$ cat config.mk
export PLATFORM = sky130hd
export DESIGN_NAME = rtd_div
export DESIGN_NICKNAME = d
export VERILOG_FILES = /design/src/rtl/assert_macros.svh /design/src/rtl/rtd_div.sv
export SDC_FILE = /design/constraint.sdc
export NUM_CORES = 1
export LEC_CHECK = 0
export BUFFER_PORTS_ARGS = -buffer_cell sky130_fd_sc_hd__buf_2
export CAP_MARGIN = 20
export CORE_ASPECT_RATIO = 0.8
export CORE_UTILIZATION = 50
export CTS_BUF_LIST = sky130_fd_sc_hd__clkbuf_4
export DETAILED_ROUTE_END_ITERATION = 16
export GPL_ROUTABILITY_DRIVEN = 0
export PLACE_DENSITY_LB_ADDON = 0.3
export SLEW_MARGIN = 20
export SYNTH_ARGS = -nofsm -noshare
export SYNTH_HDL_FRONTEND = slang
export SYNTH_SLANG_ARGS = --single-unit
export TNS_END_PERCENT = 30
$ cat constraint.sdc
create_clock -name clk -period 3.8 [get_ports clk]
set_input_delay 0.38 -clock clk [delete_from_list [all_inputs] [get_ports clk]]
set_output_delay 0.38 -clock clk [all_outputs]
set_load 0.005 [all_outputs]
$ cat src/rtl/assert_macros.svh
// ----------------------------------------------------------------------------
// assert_macros.svh
// shared concurrent assertion macros for the ribbon trail rtl
// ----------------------------------------------------------------------------
`ifndef ASSERT_MACROS_SVH
`define ASSERT_MACROS_SVH

// same-cycle implication, disabled during reset
`define RTD_ASSERT_IMPL(lbl, ck, rn, ante, cons) \
  lbl: assert property (@(posedge ck) disable iff (!rn) (ante) |-> (cons)) \
    else $error("ribbon trail: same-cycle check failed");

// next-cycle implication, disabled during reset
`define RTD_ASSERT_NEXT(lbl, ck, rn, ante, cons) \
  lbl: assert property (@(posedge ck) disable iff (!rn) (ante) |=> (cons)) \
    else $error("ribbon trail: next-cycle check failed");

`endif

$ cat src/rtl/rtd_div.sv
// ----------------------------------------------------------------------------
// rtd_div
// restoring divider, q = floor(num * 2^16 / den) for num <= den, one bit a cycle
// ----------------------------------------------------------------------------
module rtd_div #(
  parameter int DW = 31
) (
  input  logic          clk,
  input  logic          rst_n,
  input  logic          start,
  input  logic [DW-1:0] num,
  input  logic [DW-1:0] den,
  output logic          done,
  output logic [16:0]   quo
);
  logic [DW:0]   rem_r, rem_nxt;
  logic [DW-1:0] den_r;
  logic [16:0]   q_r;
  logic [4:0]    cnt_r;
  logic          busy_r, done_r;
  logic          ge;
  logic [DW:0]   rem_sub;

  // one compare and subtract step
  always_comb begin
    ge      = rem_r >= {1'b0, den_r};
    rem_sub = ge ? rem_r - {1'b0, den_r} : rem_r;
    rem_nxt = {rem_sub[DW-1:0], 1'b0};
  end

  // control
  always_ff @(posedge clk) begin
    if (!rst_n) begin
      busy_r <= 1'b0;
      done_r <= 1'b0;
      cnt_r  <= '0;
    end else begin
      done_r <= 1'b0;
      if (start) begin
        busy_r <= 1'b1;
        cnt_r  <= 5'd17;
      end else if (busy_r) begin
        cnt_r <= cnt_r - 5'd1;
        if (cnt_r == 5'd1) begin
          busy_r <= 1'b0;
          done_r <= 1'b1;
        end
      end
    end
  end

  // datapath
  always_ff @(posedge clk) begin
    if (start) begin
      rem_r <= {1'b0, num};
      den_r <= den;
      q_r   <= '0;
    end else if (busy_r) begin
      rem_r <= rem_nxt;
      q_r   <= {q_r[15:0], ge};
    end
  end

  assign done = done_r;
  assign quo  = q_r;
endmodule

==> flow_summary.yaml <==
setup_path:
  crit_top_cell: "mux2_2"
  critPathSlowestCell: "fa_1"
  critPathMaxStageDelay_ps: 410
  cp-end-kind: "flop"
  path_cells: "inv_1 > ha_1 > fa_1 > nand2b_1 > a21oi_1 > o21ai_0 > a311o_1 > a21oi_2 > or2_1 > buf_4 > mux2_2 > mux2_2"
  setup.worst_path.class: "flop to flop"
  crit_required_ps: 4030
  cp-start-kind: "flop"
  cp_max_fo: 19
  arrival_ps: 3620
clock_network:
  clk_path_buf_depth: 2
  cts_num_sinks: 87
  cts_buffers: 9
  path_clk_slew_ps: 140
  cts_root_buffer: "clkbuf_4"
  cts_tree: "yes"
  clock_latency_ps: 460
  htreeDepth: 3
  cts_setup_buffers: 0
  ctsResizeCount: 0
  holdBufCountCts: 0
drt:
  antenna_left: 0
  wl_per_cell_um: 15.4
  firstDrtPassIters: 5
  drc_errors: 0
  totalWireLength_um: 11800
  drt_iter0_markers: 323
  num_vias: 4333
  via_per_inst: 5.65
timing:
  tns_ps: 0
  slew_viol_final: 0
  rsz0062_at_grt: "no"
  hold_viol: 0
  setup_viol: 0
  post-route-period-util_pct: 89.2
  worst_pin_slew_ps: 841
  timing.slew.headroom_pct: 43.9
  hold_slack_ps: 82.1
  post-route-min-period_ps: 3390
  max_freq_mhz: 295
  finClkSkew_ps: 16.1
worst_hold_path:
  holdCritPathClass: "input pin to flop"
synthesis:
  async_reset_ff_share_pct: 0
  syn_inst: 545
  synth_top_cell_by_area: "edfxtp_1"
  synth_edf_count: 62
  synthTopCellsByArea: "edfxtp_1 (34%), dfxtp_1 (9.2%), ha_1 (7.6%), mux2_2 (5.2%), a21oi_1 (4.1%)"
  synthFlopType: "edfxtp_1"
  syn_nets: 644
  avgSynthCellArea_um2: 9.94
  ys_warn_count: 0
  synth_cell_types: 63
  syn_area_um2: 5420
  synth_common_cells: "edfxtp_1 (62), inv_1 (46), a21oi_1 (44), nor2_1 (44), nand2_1 (34)"
  ys_seq_area_share_pct: 43.6
  yosys.cell_count.top_type: "edfxtp_1"
  postSynthRegisterBits: 87
  synth_top_area_share_pct: 34.4
global_routing:
  grt.overflow.total: 0
  grt_max_degree: 78
  grt_use_total_pct: 22.2
  first_global_vias: 4087
  antenna_found_initial: 0
  grt_pass1_wl_um: 19700
finish:
  drive_gt1_share_pct: 21.7
  finish.utilization_pct: 58.2
  num_antenna_cells: 0
  nets: 721
  fin_area_um2: 6060
  synthToLayoutAreaGrowth_pct: 11.8
floorplan:
  die_y_um: 95.1
  rows: 33
  design.core.area_um2: 10400
  initial_core_util_pct: 52.1
  dieWidth_um: 118
  io_pins: 83
  design.die.area_um2: 11300
placement:
  numPortBuffers: 82
  post_dp_cell_area_um2: 5940
  dp_hpwl_um: 8600
status:
  outcome: "completed"
power:
  totalPowerFinal_mw: 3.57
  vdd_ir_drop_max_uv: 222
  power_leakage_nw: 2.61
  p_per_area_nw_per_um2: 590
run:
  maxCapViolCount: 0
-- final timing paths --
path                          start             endpoint  slack (ps)  depth (start not counted)
min                          den[8]   den_r[8]$_DFFE_PP_          80                          1
min reg2reg     quo[0]$_SDFFE_PP0P_  quo[0]$_SDFFE_PP0P_         510                          2
max reg2reg  rem_r[0]$_SDFFCE_PN0P_   rem_r[4]$_DFFE_PP_         410                         12
max          rem_r[0]$_SDFFCE_PN0P_   rem_r[4]$_DFFE_PP_         410                         12
-- placed cells by master, fill, tap and decap left out, types with 8 or more instances in the layout --
master / n
inv_1: 46
nor2b_1: 12
a21o_1: 13
edfxtp_1: 62
nor3_1: 15
ha_1: 33
mux2i_1: 20
mux2_2: 25
xnor2_1: 17
xor2_1: 9
buf_2: 81
dfxtp_1: 25
nor2_1: 44
o21ai_0: 20
nand3_1: 8
clkbuf_4: 9
nand2_1: 34
buf_4: 10
a21oi_1: 44
-- worst max-delay path, delay by kind of cell, from the launching register on --
family,cells,cell delay [ps]
compound gates,4,910
fa+ha+maj,2,640
mux,2,620
flops,1,370
simple gates,2,320
buf+inv,2,300
-- metrics by stage --
stage,std cells,setup slack [ps]
2_1_floorplan,545,615
3_3_place_gp,751,528
3_5_place_dp,751,409
4_1_cts,767,396
5_1_grt,767,142
6_report,767,411
-- per-layer routing --
metal	GRT usage (%)	vias to the layer above	routed length [um]
li1	-	2137	-
met1	31.7	2015	5820
met2	33.7	163	5100
met3	4.55	18	716
met4	7.28	0	191
met5	0	-	0
-- cell families (layout without fill, tap and decap cells) --
group                      Yosys count  after routing  share of synthesized area [%]
and+or+nand+nor                    149            149                           13.6
AOI/OAI and AO/OA                  132            132                           15.9
DFF                                 87             87                           43.6
buffers and inverters               71            153                           5.66
muxes                               46             46                           9.10
adders and majority gates           34             34                           7.99
xor gates and xnor gates            26             26                           4.20
-- sequential cells by signal, summed over array words and instances (netlist names) --
name / count
quo: 17
busy_r: 1
den_r: 31
cnt_r: 5
done: 1
rem_r: 32
-- layout make-up --
class | instances | area (um2)
Clock buffer | 9 | 67.6
Clock inverter | 7 | 48.8
Fill cell | 963 | 4350
Inverter | 46 | 173
Multi-Input combinational cell | 387 | 2750
Sequential cell | 87 | 2360
Tap cell | 140 | 175
Timing Repair Buffer | 91 | 480
-- report_power, final --
part	total (mW)	leakage (nW)	switching (mW)	internal, mW
clock network	0.464	0.0638	0.329	0.135
logic	1.82	1.73	1.01	0.813
registers	1.28	0.818	0.0768	1.21
Note: power is estimated with default switching activity, not from simulation.
