**src/rtl/assert_macros.svh**
```systemverilog
// ----------------------------------------------------------------------------
// assert_macros.svh
// shared concurrent assertion macros for the ribbon trail rtl
// ----------------------------------------------------------------------------
`ifndef ASSERT_MACROS_SVH
`define ASSERT_MACROS_SVH

// same-cycle implication, disabled during reset
`define RTD_ASSERT_IMPL(lbl, ck, rn, ante, cons) \
  lbl: assert property (@(posedge ck) disable iff (!rn) (ante) |-> (cons)) \
    else $error("ribbon trail: same-cycle check failed");

// next-cycle implication, disabled during reset
`define RTD_ASSERT_NEXT(lbl, ck, rn, ante, cons) \
  lbl: assert property (@(posedge ck) disable iff (!rn) (ante) |=> (cons)) \
    else $error("ribbon trail: next-cycle check failed");

`endif

```
**src/rtl/rtd_pkg.sv**
```systemverilog
// ----------------------------------------------------------------------------
// rtd_pkg
// types, constants and helpers shared by the ribbon trail vertex generator
// ----------------------------------------------------------------------------
package rtd_pkg;

  // vector widths through the normaliser
  localparam int VW   = 35;  // signed input vector component
  localparam int NW   = 18;  // signed unit component, q1.16
  localparam int SUMW = 62;  // sum of squares
  localparam int LENW = 31;  // vector length
  localparam int ADDR_W = 5;

  // register indexes on the configuration port
  localparam logic [2:0] REG_CAM_X = 3'd0;
  localparam logic [2:0] REG_CAM_Y = 3'd1;
  localparam logic [2:0] REG_CAM_Z = 3'd2;
  localparam logic [2:0] REG_WIDTH = 3'd3;
  localparam logic [2:0] REG_COUNT = 3'd4;

  typedef struct packed {
    logic signed [31:0] cam_x;
    logic signed [31:0] cam_y;
    logic signed [31:0] cam_z;
    logic [30:0]        width;
    logic [8:0]         count;
  } rtd_cfg_t;

  typedef enum logic [2:0] {
    NS_IDLE,
    NS_SHIFT,
    NS_SQ,
    NS_SQRT,
    NS_DSTART,
    NS_DWAIT,
    NS_FIN
  } norm_state_t;

  typedef enum logic [3:0] {
    T_IDLE,
    T_NDIR,
    T_NDIR_W,
    T_NCAM,
    T_NCAM_W,
    T_CROSS,
    T_NCR,
    T_NCR_W,
    T_OFF,
    T_U,
    T_U_W,
    T_EMIT_L,
    T_EMIT_R
  } top_state_t;

  // clamp a 34-bit signed sum into the signed 32-bit range
  function automatic logic [31:0] sat32(input logic signed [33:0] v);
    logic [31:0] r;
    if (v > 34'sd2147483647) begin
      r = 32'h7fff_ffff;
    end else if (v < -34'sd2147483648) begin
      r = 32'h8000_0000;
    end else begin
      r = v[31:0];
    end
    return r;
  endfunction

endpackage

```
**src/rtl/rtd_cfg.sv**
```systemverilog
// ----------------------------------------------------------------------------
// rtd_cfg
// apb register file: camera position, ribbon width, point count
// ----------------------------------------------------------------------------
module rtd_cfg (
  input  logic                        clk,
  input  logic                        rst_n,
  input  logic                        psel,
  input  logic                        penable,
  input  logic                        pwrite,
  input  logic [rtd_pkg::ADDR_W-1:0]  paddr,
  input  logic [31:0]                 pwdata,
  output logic [31:0]                 prdata,
  output logic                        pready,
  output rtd_pkg::rtd_cfg_t           cfg
);
  import rtd_pkg::*;

  rtd_cfg_t   cfg_r;
  logic [2:0] idx;
  logic       wr;

  assign idx    = paddr[4:2];
  assign wr     = psel & penable & pwrite;
  assign pready = 1'b1;

  // register writes
  always_ff @(posedge clk) begin
    if (!rst_n) begin
      cfg_r.cam_x <= '0;
      cfg_r.cam_y <= '0;
      cfg_r.cam_z <= '0;
      cfg_r.width <= 31'd65536;
      cfg_r.count <= 9'd2;
    end else if (wr) begin
      unique case (idx)
        REG_CAM_X: cfg_r.cam_x <= pwdata;
        REG_CAM_Y: cfg_r.cam_y <= pwdata;
        REG_CAM_Z: cfg_r.cam_z <= pwdata;
        REG_WIDTH: cfg_r.width <= pwdata[30:0];
        REG_COUNT: cfg_r.count <= pwdata[8:0];
        default: ;
      endcase
    end
  end

  // read mux
  always_comb begin
    unique case (idx)
      REG_CAM_X: prdata = cfg_r.cam_x;
      REG_CAM_Y: prdata = cfg_r.cam_y;
      REG_CAM_Z: prdata = cfg_r.cam_z;
      REG_WIDTH: prdata = {1'b0, cfg_r.width};
      REG_COUNT: prdata = {23'd0, cfg_r.count};
      default:   prdata = '0;
    endcase
  end

  assign cfg = cfg_r;
endmodule
```
**config.mk**
```make
export PLATFORM = sky130hd
export DESIGN_NAME = rtd_cfg
export DESIGN_NICKNAME = d
export VERILOG_FILES = /design/src/rtl/assert_macros.svh /design/src/rtl/rtd_pkg.sv /design/src/rtl/rtd_cfg.sv
export SDC_FILE = /design/constraint.sdc
export NUM_CORES = 1
export LEC_CHECK = 0
export ABC_AREA = 1
export BUFFER_PORTS_ARGS = -buffer_cell sky130_fd_sc_hd__buf_4
export CORE_MARGIN = 2
export CORE_UTILIZATION = 47
export DETAILED_ROUTE_END_ITERATION = 8
export GPL_TIMING_DRIVEN = 0
export PLACE_DENSITY = 0.77
export SLEW_MARGIN = 20
export SYNTH_ARGS = -nofsm -noshare
export SYNTH_HDL_FRONTEND = slang
export SYNTH_SLANG_ARGS = --single-unit
```
**constraint.sdc**
```tcl
create_clock -name clk -period 1.2 [get_ports clk]
set_clock_uncertainty 0.15 [all_clocks]
set_input_delay 0.12 -clock clk [delete_from_list [all_inputs] [get_ports clk]]
set_output_delay 0.12 -clock clk [all_outputs]
set_load 0.05 [all_outputs]
```
==> reports/metrics.cfg <==
[route]
ant_nets=0
vias_per_cell=6.08
firstDrtPassIters=7
drt_iter0_markers=1394
routed-via-count=9773
drt-total-wl_mm=37.2
wl_per_cell_um=23.1
drc_errors=0

[cts]
cts.sinks=136
holdBufCountCts=30
clk_pin_slew_worst_paths_ns=0.06
clockBufferDepth=2
cts_made_buffers=17
cts_max_level=4
root_buffer=clkbuf_16
cts_tree=done
insertion_delay_ns=0.43

[worst_setup_path]
cpPeakStageDelay_ns=0.37
crit_path_max_fanout=2
worst-r2r-setup-slack_ns=0.04
crit_slowest_cell=dfxtp_2
arrival_ns=1.46
r2r-end=cfg[10]$_SDFFE_PN0P_
reg2reg_depth=5
critPathLaunchType=register
required_ns=0.93
critPathKind=register to output port
startpoint=cfg[79]$_SDFFE_PN0P_
cp-end-kind=output port
worstPathCellList=nand4_1 > nand2_1 > nor2_2 > nand2_4 > buf_8
r2r-start=cfg[10]$_SDFFE_PN0P_

[finish]
area_growth_pct=87.7
diodes=0
final_layout_size_suffix_gt1_share_pct=51.4
num-nets-final=1454
finalInstanceArea_um2=13000
largest_reg_flops=136

[sta]
worst_slew_pin_slew_ns=0.703
layout_min_cycle_time_ns=1.73
rsz0062_at_grt=yes
finalSetupViolations=180
fmax_mhz=578
max_slew_margin_pct=53.1
tns_ns=-18.64
min_period_over_period_pct=144
drv_slew=0
setup_slack_ns=-0.530
hold_viol_final=0

[synthesis]
synthSimpleGateAreaFrac_pct=47.1
synth_top_family_by_area=simple AND/OR/NAND/NOR gates
synth_compound_area_share_pct=1.73
ys_seq_area_share_pct=39.2
synth_mux_area_share_pct=0
synth_area_um2=6940
synth_fp_nets=1121
syn_inst=1079
syn_avg_cell_area_um2=6.43
yosys.area_share.adder_pct=0
synth_xor_area_share_pct=0
ys_types=21
ys_seq_elements=136
yosysWarnings=0

[floorplan]
rows=44
die_h_um=126
initial_core_util_pct=48.0
ios=211
die_w_um=126
die_area_um2=15800
coreArea_um2=14500

[power]
powerDensity_nw_per_um2=935
power_leakage_nw=5.78
peakVddDrop_v=0.00108

[job]
maxCapViolCount=0

[placed_design]
port_buffers=205
dp_hpwl_mm=17.3
placedInstanceArea_um2=9210
routabilityCongestion=0.883

[min_path]
worstHoldEndpoint=cfg[80]$_SDFFE_PN0P_
hold_path_class=input pin to register
hold_start=pwdata[8]
holdPathStages=5

[grt]
antenna_found_initial=0
grt_remaining_overflow=0
grt_max_degree=17
grt_pass1_vias=8721
grt_pass1_wl_mm=47.6
grt_usage_pct=38.8

[run_status]
outcome=finished with violations
failed_checks=setup timing

synth_stat cells:
library cell / instances / area [um2]
buf_2: 23 / 115
dfxtp_1: 136 / 2720
conb_1: 1 / 3.75
buf_6: 16 / 180
nand2_2: 3 / 18.8
buf_1: 12 / 45.0
nand4_1: 11 / 68.8
inv_4: 1 / 6.26
nand2_1: 302 / 1130
buf_4: 15 / 113
nand3_2: 35 / 350
nor2_1: 305 / 1140
nor2_2: 8 / 50.1
clkbuf_1: 3 / 11.3
inv_1: 92 / 345
nand3_4: 3 / 52.6
a21oi_1: 22 / 110
nand3_1: 84 / 420
nor2_4: 3 / 33.8
inv_2: 2 / 7.51
o21ai_0: 2 / 10.0
metrics by stage:
step / setup WS (ns) / instances / util (%) / power [mW] / hold WS, ns
finish: -0.530 / 1608 / 90.0 / 12.2 / 0.0379
global route: -0.529 / 1608 / 90.0 / 12.3 / 0.0467
CTS: -0.364 / 1582 / 85.5 / 11.9 / -0.0324
detailed placement: -0.482 / 1468 / 63.6 / 6.04 / 0.202
global placement: -0.475 / 1468 / 63.6 / 6.03 / 0.200
floorplan: -0.102 / 1079 / - / 5.59 / 0.0961
final cells by class:
type	count	area [um2]
multi-input cells	779	4100
repair buffers	316	4010
flip-flops and latches	136	3090
fillers	590	1450
plain buffers	67	586
clock buffers	21	450
inverters	95	392
well taps	184	230
clock inverters	10	175
per-layer routing:
| metal | vias up | track usage [%] | share of wire (%) |
|---|---|---|---|
| met4 | 0 | 20.9 | 8.1 |
| met5 | - | 0 | 0 |
| li1 | 3956 | - | - |
| met1 | 4478 | 46.2 | 33 |
| met3 | 318 | 8.90 | 13 |
| met2 | 1021 | 64.7 | 47 |
worst max-delay path: cells and delay by family (launching register included):
kind | cells | cell delay [ns]
AND/OR/NAND/NOR | 4 | 0.52
flip-flops | 1 | 0.37
buffers and inverters | 1 | 0.14
layout by cell type, fill, tap and decap left out, types with 2 or more instances in the layout:
master         count
a21oi_4           11
o21ai_0            2
nand2_2           28
clkbuf_16         17
a21oi_2           11
buf_4             80
clkbuf_4           5
clkbuf_2           5
inv_2             45
buf_1              9
buf_6             59
bufinv_16          5
buf_12            14
inv_1             43
clkinvlp_4         2
buf_2              9
buf_8            168
clkbuf_1           4
nor2_2            23
nand2_4           35
nand3_4            4
nor2_4            21
clkinv_2           5
nand3_2           40
buf_16             3
dfxtp_4           79
nand4_1           11
nand2_1          242
dfxtp_2           57
inv_4              3
dlygate4sd3_1     30
nor2_1           272
nand3_1           78
how the worst max path moves through the flow:
stage | endpoint | slack, ns | depth (start not counted)
floorplan | prdata[10] | -0.10 | 10
CTS | prdata[8] | -0.36 | 5
global placement | prdata[29] | -0.48 | 8
global route | prdata[7] | -0.53 | 5
finish | prdata[7] | -0.53 | 5
detailed placement | prdata[23] | -0.48 | 10
power by group:
part           internal (mW)  total (mW)  leakage (nW)  switching (mW)
Clock                   3.71        5.81         0.310            2.10
Sequential              4.43        4.51          1.19          0.0845
Combinational          0.712        1.86          4.28            1.15
Total                   8.85        12.2          5.78            3.33
cell families (layout without fill, tap and decap cells):
group | count (synthesis) | in the layout
AND/OR/NAND/NOR | 754 | 754
buffers and inverters | 164 | 509
flip-flops | 136 | 136
AO/OA/AOI/OAI | 24 | 24
other | 1 | 1
what timing repair did:
action / 4_1_cts / 5_1_grt
gates cloned: 3 / 0
gates resized for setup: 526 / 187
pin swaps: 68 / 57
setup endpoints to repair: 168 / 186
setup buffers: 50 / 50
hold endpoints to repair: 115 / 1
Note: power is estimated with default switching activity, not from simulation.
