### config.mk
export PLATFORM = sky130hd
export DESIGN_NAME = rtd_norm
export DESIGN_NICKNAME = d
export VERILOG_FILES = /design/src/rtl/assert_macros.svh /design/src/rtl/rtd_pkg.sv /design/src/rtl/rtd_div.sv /design/src/rtl/rtd_norm.sv
export SDC_FILE = /design/constraint.sdc
export NUM_CORES = 2
export LEC_CHECK = 0
export CAP_MARGIN = 0
export CORE_ASPECT_RATIO = 1.4
export CORE_UTILIZATION = 33
export CTS_CLUSTER_SIZE = 14
export DETAILED_ROUTE_END_ITERATION = 7
export DONT_BUFFER_PORTS = 1
export SETUP_SLACK_MARGIN = 0.02
export SYNTH_ARGS = -nofsm -noshare
export SYNTH_HDL_FRONTEND = slang
export SYNTH_HIERARCHICAL = 1
export SYNTH_SLANG_ARGS = --single-unit
### constraint.sdc
create_clock -name clk -period 12.7 [get_ports clk]
set_clock_uncertainty 0.15 [all_clocks]
set_input_delay 1.905 -clock clk [delete_from_list [all_inputs] [get_ports clk]]
set_output_delay 1.905 -clock clk [all_outputs]
set_load 0.02 [all_outputs]
### src/rtl/assert_macros.svh
// ----------------------------------------------------------------------------
// assert_macros.svh
// shared concurrent assertion macros for the ribbon trail rtl
// ----------------------------------------------------------------------------
`ifndef ASSERT_MACROS_SVH
`define ASSERT_MACROS_SVH

// same-cycle implication, disabled during reset
`define RTD_ASSERT_IMPL(lbl, ck, rn, ante, cons) \
  lbl: assert property (@(posedge ck) disable iff (!rn) (ante) |-> (cons)) \
    else $error("ribbon trail: same-cycle check failed");

// next-cycle implication, disabled during reset
`define RTD_ASSERT_NEXT(lbl, ck, rn, ante, cons) \
  lbl: assert property (@(posedge ck) disable iff (!rn) (ante) |=> (cons)) \
    else $error("ribbon trail: next-cycle check failed");

`endif

### src/rtl/rtd_pkg.sv
// ----------------------------------------------------------------------------
// rtd_pkg
// types, constants and helpers shared by the ribbon trail vertex generator
// ----------------------------------------------------------------------------
package rtd_pkg;

  // vector widths through the normaliser
  localparam int VW   = 35;  // signed input vector component
  localparam int NW   = 18;  // signed unit component, q1.16
  localparam int SUMW = 62;  // sum of squares
  localparam int LENW = 31;  // vector length
  localparam int ADDR_W = 5;

  // register indexes on the configuration port
  localparam logic [2:0] REG_CAM_X = 3'd0;
  localparam logic [2:0] REG_CAM_Y = 3'd1;
  localparam logic [2:0] REG_CAM_Z = 3'd2;
  localparam logic [2:0] REG_WIDTH = 3'd3;
  localparam logic [2:0] REG_COUNT = 3'd4;

  typedef struct packed {
    logic signed [31:0] cam_x;
    logic signed [31:0] cam_y;
    logic signed [31:0] cam_z;
    logic [30:0]        width;
    logic [8:0]         count;
  } rtd_cfg_t;

  typedef enum logic [2:0] {
    NS_IDLE,
    NS_SHIFT,
    NS_SQ,
    NS_SQRT,
    NS_DSTART,
    NS_DWAIT,
    NS_FIN
  } norm_state_t;

  typedef enum logic [3:0] {
    T_IDLE,
    T_NDIR,
    T_NDIR_W,
    T_NCAM,
    T_NCAM_W,
    T_CROSS,
    T_NCR,
    T_NCR_W,
    T_OFF,
    T_U,
    T_U_W,
    T_EMIT_L,
    T_EMIT_R
  } top_state_t;

  // clamp a 34-bit signed sum into the signed 32-bit range
  function automatic logic [31:0] sat32(input logic signed [33:0] v);
    logic [31:0] r;
    if (v > 34'sd2147483647) begin
      r = 32'h7fff_ffff;
    end else if (v < -34'sd2147483648) begin
      r = 32'h8000_0000;
    end else begin
      r = v[31:0];
    end
    return r;
  endfunction

endpackage

### src/rtl/rtd_div.sv
// ----------------------------------------------------------------------------
// rtd_div
// restoring divider, q = floor(num * 2^16 / den) for num <= den, one bit a cycle
// ----------------------------------------------------------------------------
module rtd_div #(
  parameter int DW = 31
) (
  input  logic          clk,
  input  logic          rst_n,
  input  logic          start,
  input  logic [DW-1:0] num,
  input  logic [DW-1:0] den,
  output logic          done,
  output logic [16:0]   quo
);
  logic [DW:0]   rem_r, rem_nxt;
  logic [DW-1:0] den_r;
  logic [16:0]   q_r;
  logic [4:0]    cnt_r;
  logic          busy_r, done_r;
  logic          ge;
  logic [DW:0]   rem_sub;

  // one compare and subtract step
  always_comb begin
    ge      = rem_r >= {1'b0, den_r};
    rem_sub = ge ? rem_r - {1'b0, den_r} : rem_r;
    rem_nxt = {rem_sub[DW-1:0], 1'b0};
  end

  // control
  always_ff @(posedge clk) begin
    if (!rst_n) begin
      busy_r <= 1'b0;
      done_r <= 1'b0;
      cnt_r  <= '0;
    end else begin
      done_r <= 1'b0;
      if (start) begin
        busy_r <= 1'b1;
        cnt_r  <= 5'd17;
      end else if (busy_r) begin
        cnt_r <= cnt_r - 5'd1;
        if (cnt_r == 5'd1) begin
          busy_r <= 1'b0;
          done_r <= 1'b1;
        end
      end
    end
  end

  // datapath
  always_ff @(posedge clk) begin
    if (start) begin
      rem_r <= {1'b0, num};
      den_r <= den;
      q_r   <= '0;
    end else if (busy_r) begin
      rem_r <= rem_nxt;
      q_r   <= {q_r[15:0], ge};
    end
  end

  assign done = done_r;
  assign quo  = q_r;
endmodule

### src/rtl/rtd_norm.sv
// ----------------------------------------------------------------------------
// rtd_norm
// sequenced vector normaliser: range shift, sum of squares, square root, divide
// ----------------------------------------------------------------------------
module rtd_norm (
  input  logic                             clk,
  input  logic                             rst_n,
  input  logic                             start,
  input  logic [2:0][rtd_pkg::VW-1:0]      vec,
  output logic [2:0][rtd_pkg::NW-1:0]      res,
  output logic                             done
);
  import rtd_pkg::*;

  norm_state_t st_r, st_nxt;
  logic [2:0][VW-1:0] m_r;
  logic [2:0]         neg_r;
  logic [2:0][NW-1:0] res_r;
  logic [SUMW-1:0]    sum_r, x_r, root_r, bit_r;
  logic [59:0]        sq_r;
  logic [1:0]         cnt_r;
  logic [29:0]        sq_src;
  logic [SUMW-1:0]    trial;
  logic               big;
  logic [LENW-1:0]    len;
  logic               div_start, div_done;
  logic [16:0]        div_q;

  assign len = root_r[LENW-1:0];

  always_comb begin
    big = 1'b0;
    for (int k = 0; k < 3; k++) begin
      big = big | (|m_r[k][VW-1:30]);
    end
    unique case (cnt_r)
      2'd0:    sq_src = m_r[0][29:0];
      2'd1:    sq_src = m_r[1][29:0];
      default: sq_src = m_r[2][29:0];
    endcase
    trial = root_r + bit_r;
  end

  // state register
  always_ff @(posedge clk) begin
    if (!rst_n) begin
      st_r <= NS_IDLE;
    end else begin
      st_r <= st_nxt;
    end
  end

  // next state and strobes
  always_comb begin
    st_nxt    = st_r;
    div_start = 1'b0;
    unique case (st_r)
      NS_IDLE:   if (start) st_nxt = NS_SHIFT;
      NS_SHIFT:  if (!big) st_nxt = NS_SQ;
      NS_SQ:     if (cnt_r == 2'd3) st_nxt = NS_SQRT;
      NS_SQRT:   if (bit_r[0]) st_nxt = NS_DSTART;
      NS_DSTART: begin
        if (len == '0) begin
          st_nxt = NS_FIN;
        end else begin
          div_start = 1'b1;
          st_nxt    = NS_DWAIT;
        end
      end
      NS_DWAIT:  if (div_done) st_nxt = (cnt_r == 2'd2) ? NS_FIN : NS_DSTART;
      NS_FIN:    st_nxt = NS_IDLE;
      default:   st_nxt = NS_IDLE;
    endcase
  end

  // datapath
  always_ff @(posedge clk) begin
    unique case (st_r)
      NS_IDLE: begin
        for (int k = 0; k < 3; k++) begin
          neg_r[k] <= vec[k][VW-1];
          m_r[k]   <= vec[k][VW-1] ? VW'(-vec[k]) : vec[k];
          res_r[k] <= '0;
        end
        sum_r <= '0;
        cnt_r <= '0;
      end
      NS_SHIFT: begin
        if (big) begin
          for (int k = 0; k < 3; k++) begin
            m_r[k] <= m_r[k] >> 1;
          end
        end
      end
      NS_SQ: begin
        sq_r  <= sq_src * sq_src;
        if (cnt_r != 2'd0) sum_r <= sum_r + SUMW'(sq_r);
        cnt_r <= cnt_r + 2'd1;
        if (cnt_r == 2'd3) begin
          x_r    <= sum_r + SUMW'(sq_r);
          root_r <= '0;
          bit_r  <= SUMW'(1) << 60;
        end
      end
      NS_SQRT: begin
        if (x_r >= trial) begin
          x_r    <= x_r - trial;
          root_r <= (root_r >> 1) + bit_r;
        end else begin
          root_r <= root_r >> 1;
        end
        bit_r <= bit_r >> 2;
        cnt_r <= '0;
      end
      NS_DWAIT: begin
        if (div_done) begin
          res_r[cnt_r] <= neg_r[cnt_r] ? NW'(-{1'b0, div_q}) : NW'({1'b0, div_q});
          cnt_r        <= cnt_r + 2'd1;
        end
      end
      default: ;
    endcase
  end

  rtd_div #(.DW(LENW)) u_div (
    .clk   (clk),
    .rst_n (rst_n),
    .start (div_start),
    .num   (m_r[cnt_r][LENW-1:0]),
    .den   (len),
    .done  (div_done),
    .quo   (div_q)
  );

  assign res  = res_r;
  assign done = (st_r == NS_FIN);
endmodule

==> results.rst <==
.. list-table::
   :header-rows: 1

   * - Metric
     - Value
   * - Die boundary width
     - 371 µm
   * - Synthesized area per cell
     - 9.12 µm²
   * - Crit path time final
     - 10.97 ns
   * - Post-CTS sizing
     - 0
   * - Dominant cells by area after synthesis
     - sky130_fd_sc_hd__edfxtp_1, sky130_fd_sc_hd__fa_1, sky130_fd_sc_hd__ha_1
   * - CP peak stage delay
     - 0.55 ns
   * - Worst hold path startpoint
     - u_div/cnt_r[1]
   * - Die outline area
     - 0.192 mm²
   * - Total wire length
     - 202000 µm
   * - Vert. Die Dim
     - 518 µm
   * - Detailed Routing Iterations Pass 1
     - 6
   * - Residual antenna-violating net count after detailed routing
     - 0
   * - CP Data Arrival Time
     - 11.29 ns
   * - Primary FF master, synth
     - sky130_fd_sc_hd__edfxtp_1
   * - Initial Util
     - 0.332
   * - Number of setup violations in the final report
     - 0
   * - Via/cell ratio
     - 5.36
   * - Data required time of the critical path
     - 13.02 ns
   * - Period utilisation layout
     - 0.864
   * - Count of yosys warnings during synthesis
     - 6
   * - Most common cell after layout, fill and taps aside
     - sky130_fd_sc_hd__inv_1
   * - Std cell rows
     - 189
   * - Post-synthesis sequential element count
     - 530
   * - Maximum number of pins on one net before global-route repair
     - 111
   * - Wire length of the first global-routing pass
     - 309000 µm
   * - FF-to-FF End
     - sq_r[54]
   * - Drt wl/cell
     - 21.9 µm
   * - Cell count after synthesis
     - 6881
   * - Number of buffers created by CTS
     - 57
   * - Bufs on Longest Clock Path
     - 3
   * - Area share of the leading cell type in the synthesized netlist
     - 0.240
   * - FF-to-FF setup slack
     - 1.73 ns
   * - Clock tree sinks
     - 530
   * - Io pins
     - 163
   * - Critical Path Most Common Cell
     - sky130_fd_sc_hd__fa_1
   * - Remaining max-slew budget at the tightest pin
     - 0.257
   * - Global-route total usage across every layer
     - 0.209
   * - Classification of the worst setup path
     - reg -> reg
   * - Syn_nets
     - 8166
   * - Outcome
     - complete, no violations
   * - Kind of path behind the tightest hold check
     - reg -> reg
   * - Clock root buffer
     - sky130_fd_sc_hd__clkbuf_16
   * - Count of maximum capacitance violations
     - 0
   * - FF-to-FF path depth
     - 32
   * - Cell depth of the worst min-delay path
     - 2
   * - Post-synthesis cell type count
     - 81
   * - Proportion of synthesized chip area in sequential cells
     - 0.249
   * - Post-synth design cell area
     - 0.0628 mm²
   * - CTS Hold Bufs
     - 0
   * - Startpoint type of the worst setup path
     - flop
   * - Number of global-route vias before repair
     - 51400
   * - Worst-path maximum fanout
     - 66
   * - Timing-limited maximum frequency
     - 91.2 MHz
   * - Max Slew Vio Count
     - 0
   * - Clock slew seen by the registers of the worst setup and hold paths
     - 0.06 ns
   * - Setup TNS
     - 0 ns
   * - Worst flop-to-flop path startpoint
     - cnt_r[1]
   * - # Post-CTS Setup Buffers
     - 0
   * - Leading cell types in the layout, fill and taps excluded
     - sky130_fd_sc_hd__inv_1, sky130_fd_sc_hd__nand2_1, sky130_fd_sc_hd__fa_1, sky130_fd_sc_hd__nor2_1, sky130_fd_sc_hd__edfxtp_1
   * - Share of layout cells above drive strength 1
     - 0.0397
   * - DRC violation count after routing
     - 0
   * - Total Nets Final
     - 8013
   * - Number of flops mapped to enable cells by yosys
     - 502
   * - Gr ovfl total
     - 0
   * - Placeable Area
     - 0.189 mm²
   * - TritonCTS clock tree
     - built
   * - Total count of hold-check failures in the final report
     - 0
   * - Area after DPL
     - 0.0655 mm²
   * - Max H-tree Level
     - 2
   * - Area growth, synth to finish
     - 7.49%
   * - Transition time of the tightest slew-check pin
     - 1.11 ns
   * - Post-synth ARST share
     - 0
   * - Filler cell count
     - 19400
   * - Unrepaired setup endpoints after global routing
     - false
   * - Critical-path cell with the highest stage delay
     - sky130_fd_sc_hd__fa_1
   * - Final weighted congestion in routability-driven placement
     - 0.959
   * - Number of antenna violations at the first check in global routing
     - 8
   * - Routed vias
     - 49600
   * - Library cell with the largest summed area after synthesis
     - sky130_fd_sc_hd__edfxtp_1
   * - Worst-case hold path end point
     - u_div/cnt_r[1]
   * - Area of all placed cells without fillers
     - 0.0675 mm²
   * - IO Port Bufs
     - 0
   * - Number of DRC markers in iteration 0
     - 3930
   * - Clock latency of the later-clocked register in the worst-skew pair
     - 0.69 ns
   * - Half-perimeter wire length after placement
     - 161000 µm
   * - CP endpoint kind
     - flop
==> routing by layer <==
layer / track usage / vias up / wire length (µm)
li1: - / 22800 / -
met1: 0.258 / 24700 / 80700
met2: 0.357 / 1617 / 98300
met3: 0.0291 / 439 / 12500
met4: 0.0977 / 2 / 10900
met5: 0 / - / 19
==> cells in the mapped netlist, types with 28 or more instances <==
library cell,count
sky130_fd_sc_hd__o21bai_1,44
sky130_fd_sc_hd__nor2b_1,66
sky130_fd_sc_hd__nand3_1,69
sky130_fd_sc_hd__o21ai_0,451
sky130_fd_sc_hd__nor4_1,29
sky130_fd_sc_hd__o211ai_1,29
sky130_fd_sc_hd__fa_1,697
sky130_fd_sc_hd__or4_1,29
sky130_fd_sc_hd__edfxtp_1,502
sky130_fd_sc_hd__or3_1,31
sky130_fd_sc_hd__dfxtp_1,28
sky130_fd_sc_hd__o31ai_1,36
sky130_fd_sc_hd__a211oi_1,107
sky130_fd_sc_hd__xnor2_1,180
sky130_fd_sc_hd__ha_1,480
sky130_fd_sc_hd__and3_1,42
sky130_fd_sc_hd__nand4_1,81
sky130_fd_sc_hd__o21a_1,55
sky130_fd_sc_hd__a31oi_1,79
sky130_fd_sc_hd__a21oi_1,331
sky130_fd_sc_hd__nand2b_1,28
sky130_fd_sc_hd__clkbuf_1,272
sky130_fd_sc_hd__and2_1,73
sky130_fd_sc_hd__inv_1,994
sky130_fd_sc_hd__nor3_1,64
sky130_fd_sc_hd__a21o_1,116
sky130_fd_sc_hd__mux2i_1,73
sky130_fd_sc_hd__xor2_1,258
sky130_fd_sc_hd__nand2_1,744
sky130_fd_sc_hd__nor2_1,589
==> through the flow <==
step | setup slack [ns] | std cells | hold WS, ns | util
after floorplan | 2.66 | 6881 | 0.305 | -
after global placement | 2.00 | 9152 | 0.332 | 0.346
after detailed placement | 1.98 | 9152 | 0.341 | 0.346
after CTS | 1.88 | 9260 | 0.348 | 0.357
after global routing | 1.20 | 9260 | 0.381 | 0.357
final | 1.73 | 9263 | 0.347 | 0.357
==> layout make-up <==
| class | instances | area, µm² | area share |
|---|---|---|---|
| multi-input combinational | 5051 | 42400 | 0.628 |
| sequential | 530 | 15600 | 0.232 |
| inverter | 1001 | 3760 | 0.0557 |
| tap | 2483 | 3110 | 0.0460 |
| clock buffer | 68 | 1470 | 0.0218 |
| timing repair buffer | 87 | 653 | 0.00968 |
| clock inverter | 40 | 488 | 0.00723 |
| antenna | 3 | 7.51 | 0.000111 |
==> flip-flops by register name, summed over array words and instances (netlist names), 2 cells and up <==
signal       count
st_r             3
u_div/rem_r     32
m_r            105
u_div/quo       17
u_div/cnt_r      5
u_div/den_r     31
res             54
neg_r            3
sum_r           62
cnt_r            2
sq_r            59
x_r             62
bit_r           31
root_r          62
==> cell families after synthesis <==
family,after synthesis,share of synthesized area
and+or+nand+nor,1912,0.137
AOI/OAI and AO/OA,1442,0.143
buffers and inverters,1300,0.0781
adders and majority gates,1177,0.318
DFF,530,0.249
xor gates and xnor gates,438,0.0611
muxes,82,0.0134
==> how the worst max path moves through the flow <==
stage	endpoint	startpoint	slack, ns	cells past startpoint
after detailed placement	sq_r[54]	cnt_r[1]	1.98	32
after global placement	sq_r[54]	cnt_r[1]	2.00	32
after floorplan	x_r[0]	root_r[0]	2.66	22
after CTS	sq_r[54]	cnt_r[1]	1.88	32
final	sq_r[54]	cnt_r[1]	1.73	32
after global routing	sq_r[57]	cnt_r[1]	1.20	32
==> worst max-delay path, delay by kind of cell (launching register included) <==
family	cells	cell delay, ns
fa+ha+maj	10	4.19
compound gates	10	2.67
buf+inv	8	2.31
simple gates	4	0.97
flops	1	0.39
Power is left out: the tool's default activity adds up to more than one toggle a clock period on the data nets, which glitch-free logic cannot reach.
